### config.mk
export PLATFORM = sky130hd
export DESIGN_NAME = sweep_prune_pair_finder_top
export DESIGN_NICKNAME = d
export VERILOG_FILES = /design/src/hw/rtl/spp_pkg.sv /design/src/hw/rtl/spp_ram.sv /design/src/hw/rtl/spp_sorter.sv /design/src/hw/rtl/sweep_prune_pair_finder_top.sv
export SDC_FILE = /design/constraint.sdc
export NUM_CORES = 2
export LEC_CHECK = 0
export ABC_AREA = 1
export BUFFER_PORTS_ARGS = -buffer_cell sky130_fd_sc_hd__buf_2
export CAP_MARGIN = 30
export CORE_MARGIN = 1.5
export CORE_UTILIZATION = 37
export CTS_CLUSTER_DIAMETER = 60
export DETAILED_ROUTE_END_ITERATION = 16
export SYNTH_ARGS = -nofsm -noshare
export SYNTH_HDL_FRONTEND = slang
export SYNTH_SLANG_ARGS = --single-unit
### constraint.sdc
create_clock -name clk -period 29.3 [get_ports clk]
set_input_delay 8.79 -clock clk [delete_from_list [all_inputs] [get_ports clk]]
set_output_delay 8.79 -clock clk [all_outputs]
set_load 0.03 [all_outputs]
### src/hw/rtl/spp_pkg.sv
// Shared types, constants and helper functions of the sweep-and-prune pair finder.
`timescale 1ns / 1ps

package spp_pkg;

	localparam int MAX_ENTRIES_DEF = 8;
	localparam logic [15:0] MARGIN_RESET = 16'd655;

	// One stored box after widening.
	typedef struct packed {
		logic [15:0]        group;
		logic               sleeping;
		logic               is_static;
		logic signed [31:0] max_z;
		logic signed [31:0] min_z;
		logic signed [31:0] max_y;
		logic signed [31:0] min_y;
		logic signed [31:0] max_x;
		logic signed [31:0] min_x;
		logic [15:0]        body;
	} box_t;

	localparam int BOX_W = $bits(box_t);

	typedef enum logic [2:0] {
		ST_LOAD,
		ST_CUR_RD,
		ST_CUR_CAP,
		ST_OTH_RD,
		ST_OTH_CMP,
		ST_FINISH
	} spp_state_t;

	// Lower a bound by the margin, clamped at the most negative value.
	function automatic logic signed [31:0] widen_low(logic signed [31:0] v, logic [15:0] m);
		logic signed [32:0] d;
		d = {v[31], v} - $signed({17'd0, m});
		return (d[32] != d[31]) ? 32'sh8000_0000 : d[31:0];
	endfunction

	// Raise a bound by the margin, clamped at the most positive value.
	function automatic logic signed [31:0] widen_high(logic signed [31:0] v, logic [15:0] m);
		logic signed [32:0] d;
		d = {v[31], v} + $signed({17'd0, m});
		return (d[32] != d[31]) ? 32'sh7FFF_FFFF : d[31:0];
	endfunction

	// True when the later entry cur and the earlier entry oth form a reported pair.
	function automatic logic pair_hit(box_t cur, box_t oth);
		logic ok;
		ok = (oth.max_x >= cur.min_x);
		ok = ok && (cur.body != oth.body);
		ok = ok && !(cur.is_static && oth.is_static);
		ok = ok && !(cur.sleeping && oth.sleeping);
		ok = ok && !((cur.group != 16'd0) && (cur.group == oth.group));
		ok = ok && !((cur.max_y < oth.min_y) || (cur.min_y > oth.max_y));
		ok = ok && !((cur.max_z < oth.min_z) || (cur.min_z > oth.max_z));
		return ok;
	endfunction

endpackage

### src/hw/rtl/spp_ram.sv
// Generic single-write, single-read synchronous RAM with registered read data.
`timescale 1ns / 1ps

module spp_ram #(
	parameter int WIDTH = 8,
	parameter int DEPTH = 8
) (
	input  logic                     clk,
	input  logic                     wr_en,
	input  logic [$clog2(DEPTH)-1:0] wr_addr,
	input  logic [WIDTH-1:0]         wr_data,
	input  logic                     rd_en,
	input  logic [$clog2(DEPTH)-1:0] rd_addr,
	output logic [WIDTH-1:0]         rd_data
);

	logic [WIDTH-1:0] mem [DEPTH];

	always_ff @(posedge clk) begin
		if (wr_en) begin
			mem[wr_addr] <= wr_data;
		end
		if (rd_en) begin
			rd_data <= mem[rd_addr];
		end
	end

endmodule

### src/hw/rtl/spp_sorter.sv
// Insertion sorter that keeps entry indexes ordered by min_x as boxes arrive.
`timescale 1ns / 1ps

module spp_sorter #(
	parameter int DEPTH = spp_pkg::MAX_ENTRIES_DEF
) (
	input  logic                       clk,
	input  logic [$clog2(DEPTH+1)-1:0] fill,
	input  logic                       insert,
	input  logic signed [31:0]         key,
	input  logic [$clog2(DEPTH)-1:0]   idx,
	input  logic [$clog2(DEPTH)-1:0]   rd_pos,
	output logic [$clog2(DEPTH)-1:0]   rd_idx
);

	localparam int IDXW = $clog2(DEPTH);
	localparam int CNTW = $clog2(DEPTH+1);

	logic signed [31:0] key_q [DEPTH];
	logic [IDXW-1:0]    idx_q [DEPTH];
	logic [CNTW-1:0]    pos;

	// Equal keys land behind the ones already held, which keeps arrival order.
	always_comb begin
		pos = '0;
		for (int j = 0; j < DEPTH; j++) begin
			if ((CNTW'(j) < fill) && (key_q[j] <= key)) begin
				pos = pos + CNTW'(1);
			end
		end
	end

	always_ff @(posedge clk) begin
		if (insert) begin
			for (int j = 0; j < DEPTH; j++) begin
				if (CNTW'(j) == pos) begin
					key_q[j] <= key;
					idx_q[j] <= idx;
				end else if ((j > 0) && (CNTW'(j) > pos)) begin
					key_q[j] <= key_q[(j > 0) ? j - 1 : 0];
					idx_q[j] <= idx_q[(j > 0) ? j - 1 : 0];
				end
			end
		end
	end

	assign rd_idx = idx_q[rd_pos];

endmodule

### src/hw/rtl/sweep_prune_pair_finder_top.sv
// Top level of the sweep-and-prune pair finder: loading, sweep control and ports.
// A box that does not close the set is stored in its accept cycle. After the closing
// box the sweep reads each later entry in min_x order (CUR_RD, CUR_CAP), tests it against
// each earlier entry (OTH_RD, OTH_CMP) and ends in FINISH; a full output stalls the
// compare and FINISH steps, and reads of the box RAM set the pace.
// Throughput: one box per cycle while loading, no boxes are taken during the sweep.
// Reset (arst_n low, asynchronous) empties the set, clears the drop flag and the output
// valid flag and loads the margin with its default; box storage is not cleared.
`timescale 1ns / 1ps

module sweep_prune_pair_finder_top #(
	parameter int MAX_ENTRIES = spp_pkg::MAX_ENTRIES_DEF
) (
	input  logic         clk,
	input  logic         arst_n,
	// Box requests.
	input  logic         s_axis_tvalid,
	output logic         s_axis_tready,
	// body_id[15:0], min_x[47:16], max_x[79:48], min_y[111:80], max_y[143:112],
	// min_z[175:144], max_z[207:176], is_static[208], is_sleeping[209], group_id[225:210],
	// zero fill above.
	input  logic [231:0] s_axis_tdata,
	input  logic         s_axis_tlast,  // last_entry
	// Pair results.
	output logic         m_axis_tvalid,
	input  logic         m_axis_tready,
	output logic [31:0]  m_axis_tdata,  // first_body[15:0], second_body[31:16]
	output logic [1:0]   m_axis_tuser,  // pair_valid[0], overflow[1]
	output logic         m_axis_tlast,  // last_pair
	// Margin register write.
	input  logic         cfg_valid,
	output logic         cfg_ready,
	input  logic [15:0]  cfg_data
);

	import spp_pkg::*;

	localparam int IDXW = $clog2(MAX_ENTRIES);
	localparam int CNTW = $clog2(MAX_ENTRIES+1);

	spp_state_t state_q, state_d;

	logic [15:0]     margin_q;
	logic [CNTW-1:0] count_q;
	logic            dropped_q;
	logic [IDXW-1:0] i_q, k_q;
	box_t            cur_q;

	// The newest pair found is held back, so that the final one can carry last_pair.
	logic            pend_valid_q;
	logic [15:0]     pend_first_q, pend_second_q;

	logic            out_valid_q, out_last_q, out_pair_q, out_ovf_q;
	logic [15:0]     out_first_q, out_second_q;

	box_t            in_box, rd_box;
	logic            in_take, store, out_free, hit, out_load;
	logic            ram_rd_en;
	logic [IDXW-1:0] sort_pos, sort_idx;
	logic [CNTW-1:0] count_new;
	logic [CNTW-1:0] k_next, i_next;

	assign cfg_ready = 1'b1;
	assign out_free  = !out_valid_q || m_axis_tready;

	// Widen the incoming box by the margin on the way into storage.
	always_comb begin
		in_box.body      = s_axis_tdata[15:0];
		in_box.min_x     = widen_low(s_axis_tdata[47:16], margin_q);
		in_box.max_x     = widen_high(s_axis_tdata[79:48], margin_q);
		in_box.min_y     = widen_low(s_axis_tdata[111:80], margin_q);
		in_box.max_y     = widen_high(s_axis_tdata[143:112], margin_q);
		in_box.min_z     = widen_low(s_axis_tdata[175:144], margin_q);
		in_box.max_z     = widen_high(s_axis_tdata[207:176], margin_q);
		in_box.is_static = s_axis_tdata[208];
		in_box.sleeping  = s_axis_tdata[209];
		in_box.group     = s_axis_tdata[225:210];
	end

	assign in_take   = s_axis_tvalid && s_axis_tready;
	// A box that finds the buffer full is dropped but may still close the set.
	assign store     = in_take && (count_q < CNTW'(MAX_ENTRIES));
	assign count_new = store ? count_q + CNTW'(1) : count_q;
	assign k_next    = CNTW'(k_q) + CNTW'(1);
	assign i_next    = CNTW'(i_q) + CNTW'(1);
	assign hit       = pair_hit(cur_q, rd_box);
	// The output register takes a new result when a held pair is released or the set closes.
	assign out_load  = ((state_q == ST_OTH_CMP) && hit && pend_valid_q && out_free)
		|| ((state_q == ST_FINISH) && out_free);

	spp_ram #(
		.WIDTH (BOX_W),
		.DEPTH (MAX_ENTRIES)
	) u_box_ram (
		.clk     (clk),
		.wr_en   (store),
		.wr_addr (count_q[IDXW-1:0]),
		.wr_data (in_box),
		.rd_en   (ram_rd_en),
		.rd_addr (sort_idx),
		.rd_data (rd_box)
	);

	spp_sorter #(
		.DEPTH (MAX_ENTRIES)
	) u_sorter (
		.clk    (clk),
		.fill   (count_q),
		.insert (store),
		.key    (in_box.min_x),
		.idx    (count_q[IDXW-1:0]),
		.rd_pos (sort_pos),
		.rd_idx (sort_idx)
	);

	// Next state.
	always_comb begin
		state_d = state_q;
		unique case (state_q)
			ST_LOAD: begin
				if (in_take && s_axis_tlast) begin
					state_d = (count_new >= CNTW'(2)) ? ST_CUR_RD : ST_FINISH;
				end
			end
			ST_CUR_RD:  state_d = ST_CUR_CAP;
			ST_CUR_CAP: state_d = ST_OTH_RD;
			ST_OTH_RD:  state_d = ST_OTH_CMP;
			ST_OTH_CMP: begin
				if (!(hit && pend_valid_q && !out_free)) begin
					if (k_next < CNTW'(i_q)) begin
						state_d = ST_OTH_RD;
					end else if (i_next < count_q) begin
						state_d = ST_CUR_RD;
					end else begin
						state_d = ST_FINISH;
					end
				end
			end
			ST_FINISH: begin
				if (out_free) begin
					state_d = ST_LOAD;
				end
			end
			default: state_d = ST_LOAD;
		endcase
	end

	// Control outputs.
	always_comb begin
		s_axis_tready = 1'b0;
		ram_rd_en     = 1'b0;
		sort_pos      = k_q;
		unique case (state_q)
			ST_LOAD:   s_axis_tready = 1'b1;
			ST_CUR_RD: begin
				ram_rd_en = 1'b1;
				sort_pos  = i_q;
			end
			ST_OTH_RD: ram_rd_en = 1'b1;
			ST_CUR_CAP, ST_OTH_CMP, ST_FINISH: ;
			default: ;
		endcase
	end

	always_ff @(posedge clk or negedge arst_n) begin
		if (!arst_n) begin
			state_q      <= ST_LOAD;
			margin_q     <= MARGIN_RESET;
			count_q      <= '0;
			dropped_q    <= 1'b0;
			i_q          <= '0;
			k_q          <= '0;
			pend_valid_q <= 1'b0;
			out_valid_q  <= 1'b0;
		end else begin
			state_q <= state_d;
			if (cfg_valid) begin
				margin_q <= cfg_data;
			end
			if (out_load) begin
				out_valid_q <= 1'b1;
			end else if (out_valid_q && m_axis_tready) begin
				out_valid_q <= 1'b0;
			end
			unique case (state_q)
				ST_LOAD: begin
					if (in_take) begin
						count_q <= count_new;
						if (!store) begin
							dropped_q <= 1'b1;
						end
						i_q <= IDXW'(1);
						k_q <= '0;
					end
				end
				ST_OTH_CMP: begin
					if (!(hit && pend_valid_q && !out_free)) begin
						if (hit) begin
							// The held pair is not the final one: it goes out now.
							pend_valid_q <= 1'b1;
						end
						if (k_next < CNTW'(i_q)) begin
							k_q <= k_next[IDXW-1:0];
						end else begin
							k_q <= '0;
							i_q <= i_next[IDXW-1:0];
						end
					end
				end
				ST_FINISH: begin
					if (out_free) begin
						count_q      <= '0;
						dropped_q    <= 1'b0;
						pend_valid_q <= 1'b0;
					end
				end
				ST_CUR_RD, ST_CUR_CAP, ST_OTH_RD: ;
				default: ;
			endcase
		end
	end

	// Payload registers.
	always_ff @(posedge clk) begin
		if (state_q == ST_CUR_CAP) begin
			cur_q <= rd_box;
		end
		if ((state_q == ST_OTH_CMP) && hit && !(pend_valid_q && !out_free)) begin
			pend_first_q  <= cur_q.body;
			pend_second_q <= rd_box.body;
			if (pend_valid_q) begin
				out_first_q  <= pend_first_q;
				out_second_q <= pend_second_q;
				out_pair_q   <= 1'b1;
				out_last_q   <= 1'b0;
				out_ovf_q    <= dropped_q;
			end
		end
		if ((state_q == ST_FINISH) && out_free) begin
			// With no pair in the set, an empty item with pair_valid low closes it.
			out_first_q  <= pend_valid_q ? pend_first_q : 16'd0;
			out_second_q <= pend_valid_q ? pend_second_q : 16'd0;
			out_pair_q   <= pend_valid_q;
			out_last_q   <= 1'b1;
			out_ovf_q    <= dropped_q;
		end
	end

	assign m_axis_tvalid = out_valid_q;
	assign m_axis_tdata  = {out_second_q, out_first_q};
	assign m_axis_tuser  = {out_ovf_q, out_pair_q};
	assign m_axis_tlast  = out_last_q;

	a_count_bound: assert property (@(posedge clk) disable iff (!arst_n)
		count_q <= CNTW'(MAX_ENTRIES))
		else $error("entry count above capacity");

	a_sweep_needs_two: assert property (@(posedge clk) disable iff (!arst_n)
		(state_q == ST_CUR_RD) |-> (count_q >= CNTW'(2)) && (i_next <= count_q))
		else $error("sweep started on fewer than two entries");

	a_k_below_i: assert property (@(posedge clk) disable iff (!arst_n)
		((state_q == ST_OTH_RD) || (state_q == ST_OTH_CMP)) |-> (k_q < i_q))
		else $error("inner index reached outer index");

	a_out_held: assert property (@(posedge clk) disable iff (!arst_n)
		(out_valid_q && !m_axis_tready) |=> out_valid_q && $stable(m_axis_tdata)
		&& $stable(m_axis_tlast))
		else $error("waiting result overwritten");

	a_no_load_in_sweep: assert property (@(posedge clk) disable iff (!arst_n)
		(state_q != ST_LOAD) |-> !store)
		else $error("box stored during sweep");

endmodule

Word-level counts from Yosys, hierarchy flattened
Memory sizes are Yosys's and may differ from the RTL's. A register that Yosys moved wholly into a read port is not among the register bits.
Index checks and enable logic that the tools add are counted.

storage, ports and cells
  memories = 3
  register bits after elaboration = 293
  output and inout port bits = 38
  bits of input ports = 254
  logic and storage cells = 302
  RAM bits = 2088

memories
  memory          words  width  read ports  clocked after Yosys merged registers in  wr ports  RTL line          text
  u_box_ram.mem   8      226    1           1                                        1         spp_ram.sv:17     logic [WIDTH-1:0] mem [DEPTH];
  u_sorter.key_q  8      32     8           0                                        8         spp_sorter.sv:19  logic signed [31:0] key_q [DEPTH];
  u_sorter.idx_q  8      3      8           0                                        8         spp_sorter.sv:20  logic [IDXW-1:0] idx_q [DEPTH];

operators by class
  muxes and demuxes = 127
  $add $sub $neg = 16
  eq/ne operators = 27
  $lt $le $gt $ge = 32
  reductions and logical operators = 59
  bitwise logic cells = 14

operators by type and width
  cell                   count
  $mux W32               13
  $le A32 B32 Y1         8
  $mux W16               8
  $add A32 B17 Y33       3
  $sub A32 B17 Y33       3
  $mux W1                70
  $gt A32 B32 Y1         2
  $lt A32 B32 Y1         2
  $mux W3                20
  $mux W4                10
  $ge A32 B32 Y1         1
  $logic_and A1 B1 Y1    29
  $add A4 B1 Y4 const B  7
  $pmux W3 S6            1
  $eq A16 B16 Y1         1
  $eq A3 B4 Y1 const A   4
  $gt A3 B4 Y1 const A   4
  $lt A3 B4 Y1 const A   4
  $ne A16 B16 Y1         1
  $reduce_bool A16 Y1    1
  $ne A2 B2 Y1 const B   7
  $or A1 B1 Y1           14
  $pmux W3 S2            2
  $reduce_and A4 Y1      3
  other kinds (26)       57

Logic depth before layout (Yosys ltp)
  depth after elaboration = 26
  depth in mapped cells = 70
  depth with buffers taken out = 67

Hierarchy
From an unflattened synthesis, not the netlist that was laid out.

second synthesis, totals
  cell total of the unflattened synthesis = 12988
  area, all modules = 126852.9 um2

by module, submodules not included
  module                       times used  area an instance (um2)  cells each
  spp_ram                      1           85482.0                 8054
  sweep_prune_pair_finder_top  1           22265.1                 2782
  spp_sorter                   1           19105.8                 2152

Worst setup path before layout
No wires, ideal clock.

  kind = input to register
  start = in s_axis_tvalid
  end = mem u_box_ram.mem[1][0] (netlist bit) (enable)
  path slack = -2.322 ns
  path buffers = 0
  required time = 27.929 ns
  stages on the path = 2
  library setup time = 1.371 ns
  arrival = 30.251 ns
  cell sequence = nand2_1 -> nor4_1

between the ends
  word-level cells in the longest chain between the ends = 4

RTL lines
  item                           RTL line                           text
  start, declared                sweep_prune_pair_finder_top.sv:17  input logic s_axis_tvalid,
  $logic_and A1 B1 Y1            sweep_prune_pair_finder_top.sv:80  assign in_take = s_axis_tvalid && s_axis_tready;
  $logic_and A1 B1 Y1            sweep_prune_pair_finder_top.sv:82  assign store = in_take && (count_q < CNTW'(MAX_ENTRIES));
  $mux W1                        spp_ram.sv:20                      if (wr_en) begin
  $mux W1 (not written as such)  spp_ram.sv:21                      mem[wr_addr] <= wr_data;
  end, declared                  spp_ram.sv:17

No other way between the ends.

==> out/metrics.csv <==
stage,metric,value,unit
pwr,cellLeakagePower,47.5,nW
clocking,htreeDepth,5,
timing,slew-limit-headroom,0.305,
synthesis,synth_fa_ha_area_frac,0.0587,
drt,detail_route.wl_per_cell,21.9,microns
final_layout,nets,10936,
worst_setup_path,slowest_delay,0.85,ns
timing,skew,0.0639,ns
worst_setup_path,cp-end-kind,register,
drt,drc_errors,0,
worst_setup_path,required,29.81,ns
global_routing,grt_max_degree,171,
synthesis,synth_mux_area_frac,0.0000975,
pwr,total_power,13.8,mW
clocking,cts-root-buf,clkbuf_16,
synthesis,postSynthCellCount,9857,
pwr,intPower,8.50,mW
final_layout,drive_gt1_frac,0.0918,
min_path,hold_depth,0,
synthesis,synth.distinct_cells,72,
clocking,cts.sinks,2607,
pwr,p_per_area,106,mW/mm^2
clocking,post_cts_buffers,0,
timing,finalCritPeriodShare,0.747,
run,cap_violations,0,
place,gp_congestion,0.904,
drt,dr.pass1.iters,6,
pwr,seqPwrFrac,0.384,
global_routing,grt_overflow,0,
clocking,cts_resized,0,
synthesis,yosys.area_share.simple,0.123,
timing,final_max_slew_viol_count,0,
clocking,insertion_delay,0.86,ns
timing,tns,0,ns
worst_setup_path,reg2reg_slack,14.27,ns
clocking,path_clk_slew,0.06,ns
drt,viasPerCell,5.35,
place,placed_cells,13974,
drt,wl,317000,microns
drt,detail-route-antenna-nets,0,
synthesis,async_flop_share,0.0123,
timing,hold_violations,0,
floorplan,rows,204,
floorplan,ios,292,
floorplan,core,0.310,sq mm
clocking,cts_buffer_depth,4,
final_layout,layout-area-overhead-vs-synth,13.3,%
synthesis,synth_edf_count,2574,
place,place_area,0.122,sq mm
pwr,p_sw_frac,0.385,
synthesis,synth_xor_xnor_area_share,0.00562,
timing,min_period,21.88,ns
timing,fmax,45.7,MHz
synthesis,synthesis.nets,10649,
pwr,p_clk_frac,0.251,
pwr,p_comb_frac,0.364,
clocking,cts-buffers-inserted,284,
final_layout,layout.cells.non_filler,14508,
timing,rsz0062_at_grt,no,
global_routing,grt_use_total,0.195,
place,port_buffers,284,
synthesis,synth_area_per_cell,11.7,sq um
drt,drtIter0Drc,7174,
worst_setup_path,slowest_stage,inv_1,
clocking,cts_tree,built,
worst_setup_path,critical_path_class,in2reg,
drt,route.vias.total,77683,
floorplan,start_util,0.373,
global_routing,grt_pass1_vias,75104,
synthesis,ys_ff_latch,2607,
floorplan,die_h,562,microns
synthesis,synth_top_family_by_area,simple AND/OR/NAND/NOR gates,
run_status,status,"complete, no violations",
worst_setup_path,start_kind,primary input,
synthesis,ys_seq_area_frac,0.677,
floorplan,die_area,0.315,sq mm
global_routing,grt_pass1_wl,468000,microns
worst_setup_path,cp_max_fo,37,
place,dp_hpwl,195000,microns
synthesis,yosysWarnings,0,
final_layout,post-route-cell-area,0.131,sq mm
pwr,switching_power,5.33,mW
min_path,hp-class,reg2reg,
timing,worst_slew_pin_slew,1.03,ns
pwr,peakVddDrop,0.135,mV
worst_setup_path,ff2ff_path_depth,65,
global_routing,antenna_found_initial,42,
synthesis,ys.flop_type,edfxtp_1,
timing,setup_viol_count_final,0,
clocking,ctsHoldBuffers,0,
worst_setup_path,arrival,22.39,ns
synthesis,post_synth_instance_area,0.115,sq mm
floorplan,die_w,562,microns
synthesis,synth-compound-area-share,0.0988,
worst_setup_path,cp_common_cell,nand2_1,
final_layout,final_core_util,0.422,
synthesized netlist by cell type (92+ instances only):
cell	n	area share
nand4_1	166	0.0090
a21oi_1	321	0.014
edfxtp_1	2574	0.67
nand3_1	171	0.0074
nor2_1	1890	0.061
nand2_1	1064	0.035
clkbuf_1	327	0.011
ha_1	532	0.058
inv_1	619	0.020
o22ai_1	229	0.012
a31oi_1	239	0.013
buf_2	92	0.0040
o21ai_0	1100	0.048
critical path, delay by kind of cell:
kind            cells  cell delay, ns
xor+xnor            1            0.13
fa+ha+maj          10            3.02
compound gates     12            2.04
buf+inv            16            3.42
simple gates       28            4.89
layout make-up:
class | instances | area, sq um
Clock buffer | 358 | 7600
Timing Repair Buffer | 453 | 2890
Inverter | 627 | 2370
Antenna cell | 23 | 57.6
Fill cell | 28232 | 179000
Multi-Input combinational cell | 6171 | 33200
Clock inverter | 149 | 1370
Tap cell | 4120 | 5150
Sequential cell | 2607 | 78100
placed cells by master, fill, tap and decap left out, types with 11 or more instances in the layout:
cell type | Yosys | routed
o22ai_1 | 229 | 229
o21bai_1 | 11 | 11
nor2_1 | 1890 | 1883
clkinv_2 | 0 | 38
o211ai_1 | 12 | 12
buf_2 | 92 | 287
dfrtp_1 | 26 | 26
xor2_1 | 31 | 31
nor4_1 | 17 | 16
a211oi_1 | 18 | 18
o21a_1 | 19 | 19
nand3_1 | 171 | 171
nand3b_1 | 15 | 15
o21ai_0 | 1100 | 1099
ha_1 | 532 | 532
nor3_1 | 68 | 59
edfxtp_1 | 2574 | 2574
clkinvlp_4 | 0 | 15
xnor2_1 | 40 | 38
or2_2 | 33 | 33
o21ai_1 | 63 | 62
a21oi_1 | 321 | 321
diode_2 | 0 | 23
bufinv_16 | 0 | 19
a31oi_1 | 239 | 239
clkbuf_16 | 0 | 292
clkinv_1 | 2 | 55
nand4_1 | 166 | 166
nand2_1 | 1064 | 1063
a21o_1 | 24 | 24
inv_1 | 619 | 618
clkbuf_1 | 327 | 61
buf_4 | 15 | 148
power groups by stage:
stage                     registers [mW]  clock network [mW]  logic [mW]
after detailed placement            5.38                   0        5.02
after global placement              5.37                   0        4.84
after CTS                           5.31                3.54        5.05
after global routing                5.36                3.67        5.65
after floorplan                     5.42                   0        3.43
final                               5.32                3.48        5.04
cell families after synthesis:
group | count (synthesis)
other | 1
xor gates and xnor gates | 72
adders and majority gates | 538
DFF | 2607
muxes | 1
buffers and inverters | 1079
and+or+nand+nor | 3475
AOI/OAI and AO/OA | 2084
layer usage:
| layer | GRT usage | wire, microns |
|---|---|---|
| met5 | 0 | 135 |
| met3 | 0.0366 | 25700 |
| met4 | 0.0647 | 10300 |
| met1 | 0.260 | 132000 |
| met2 | 0.320 | 149000 |
sequential cells by signal, indices dropped and copies added (netlist names), 3 cells and up:
register           count
pend_second_q         16
u_box_ram.rd_data    226
margin_q              16
i_q                    3
state_q                3
out_second_q          16
count_q                4
u_sorter.key_q       256
pend_first_q          16
out_first_q           16
u_box_ram.mem       1808
u_sorter.idx_q        24
cur_q                194
k_q                    3
worst paths after layout:
kind	startpoint	end
max	s_axis_tdata[16]	u_sorter.key_q[1][68]
min	u_box_ram.rd_data[20]	cur_q[20]
max reg2reg	margin_q[0]	u_sorter.key_q[1][68]
min reg2reg	u_box_ram.rd_data[20]	cur_q[20]
max in group asynchronous	arst_n	margin_q[14]
min in group asynchronous	arst_n	k_q[2]
stage by stage:
| stage | hold WS [ns] | worst slack, ns |
|---|---|---|
| 2_1_floorplan | 0.400 | 2.73 |
| 3_3_place_gp | 0.404 | 6.42 |
| 3_5_place_dp | 0.406 | 6.69 |
| 4_1_cts | 0.414 | 7.55 |
| 5_1_grt | 0.420 | 6.38 |
| 6_report | 0.404 | 7.42 |
Power figures use the tool's default switching activity.
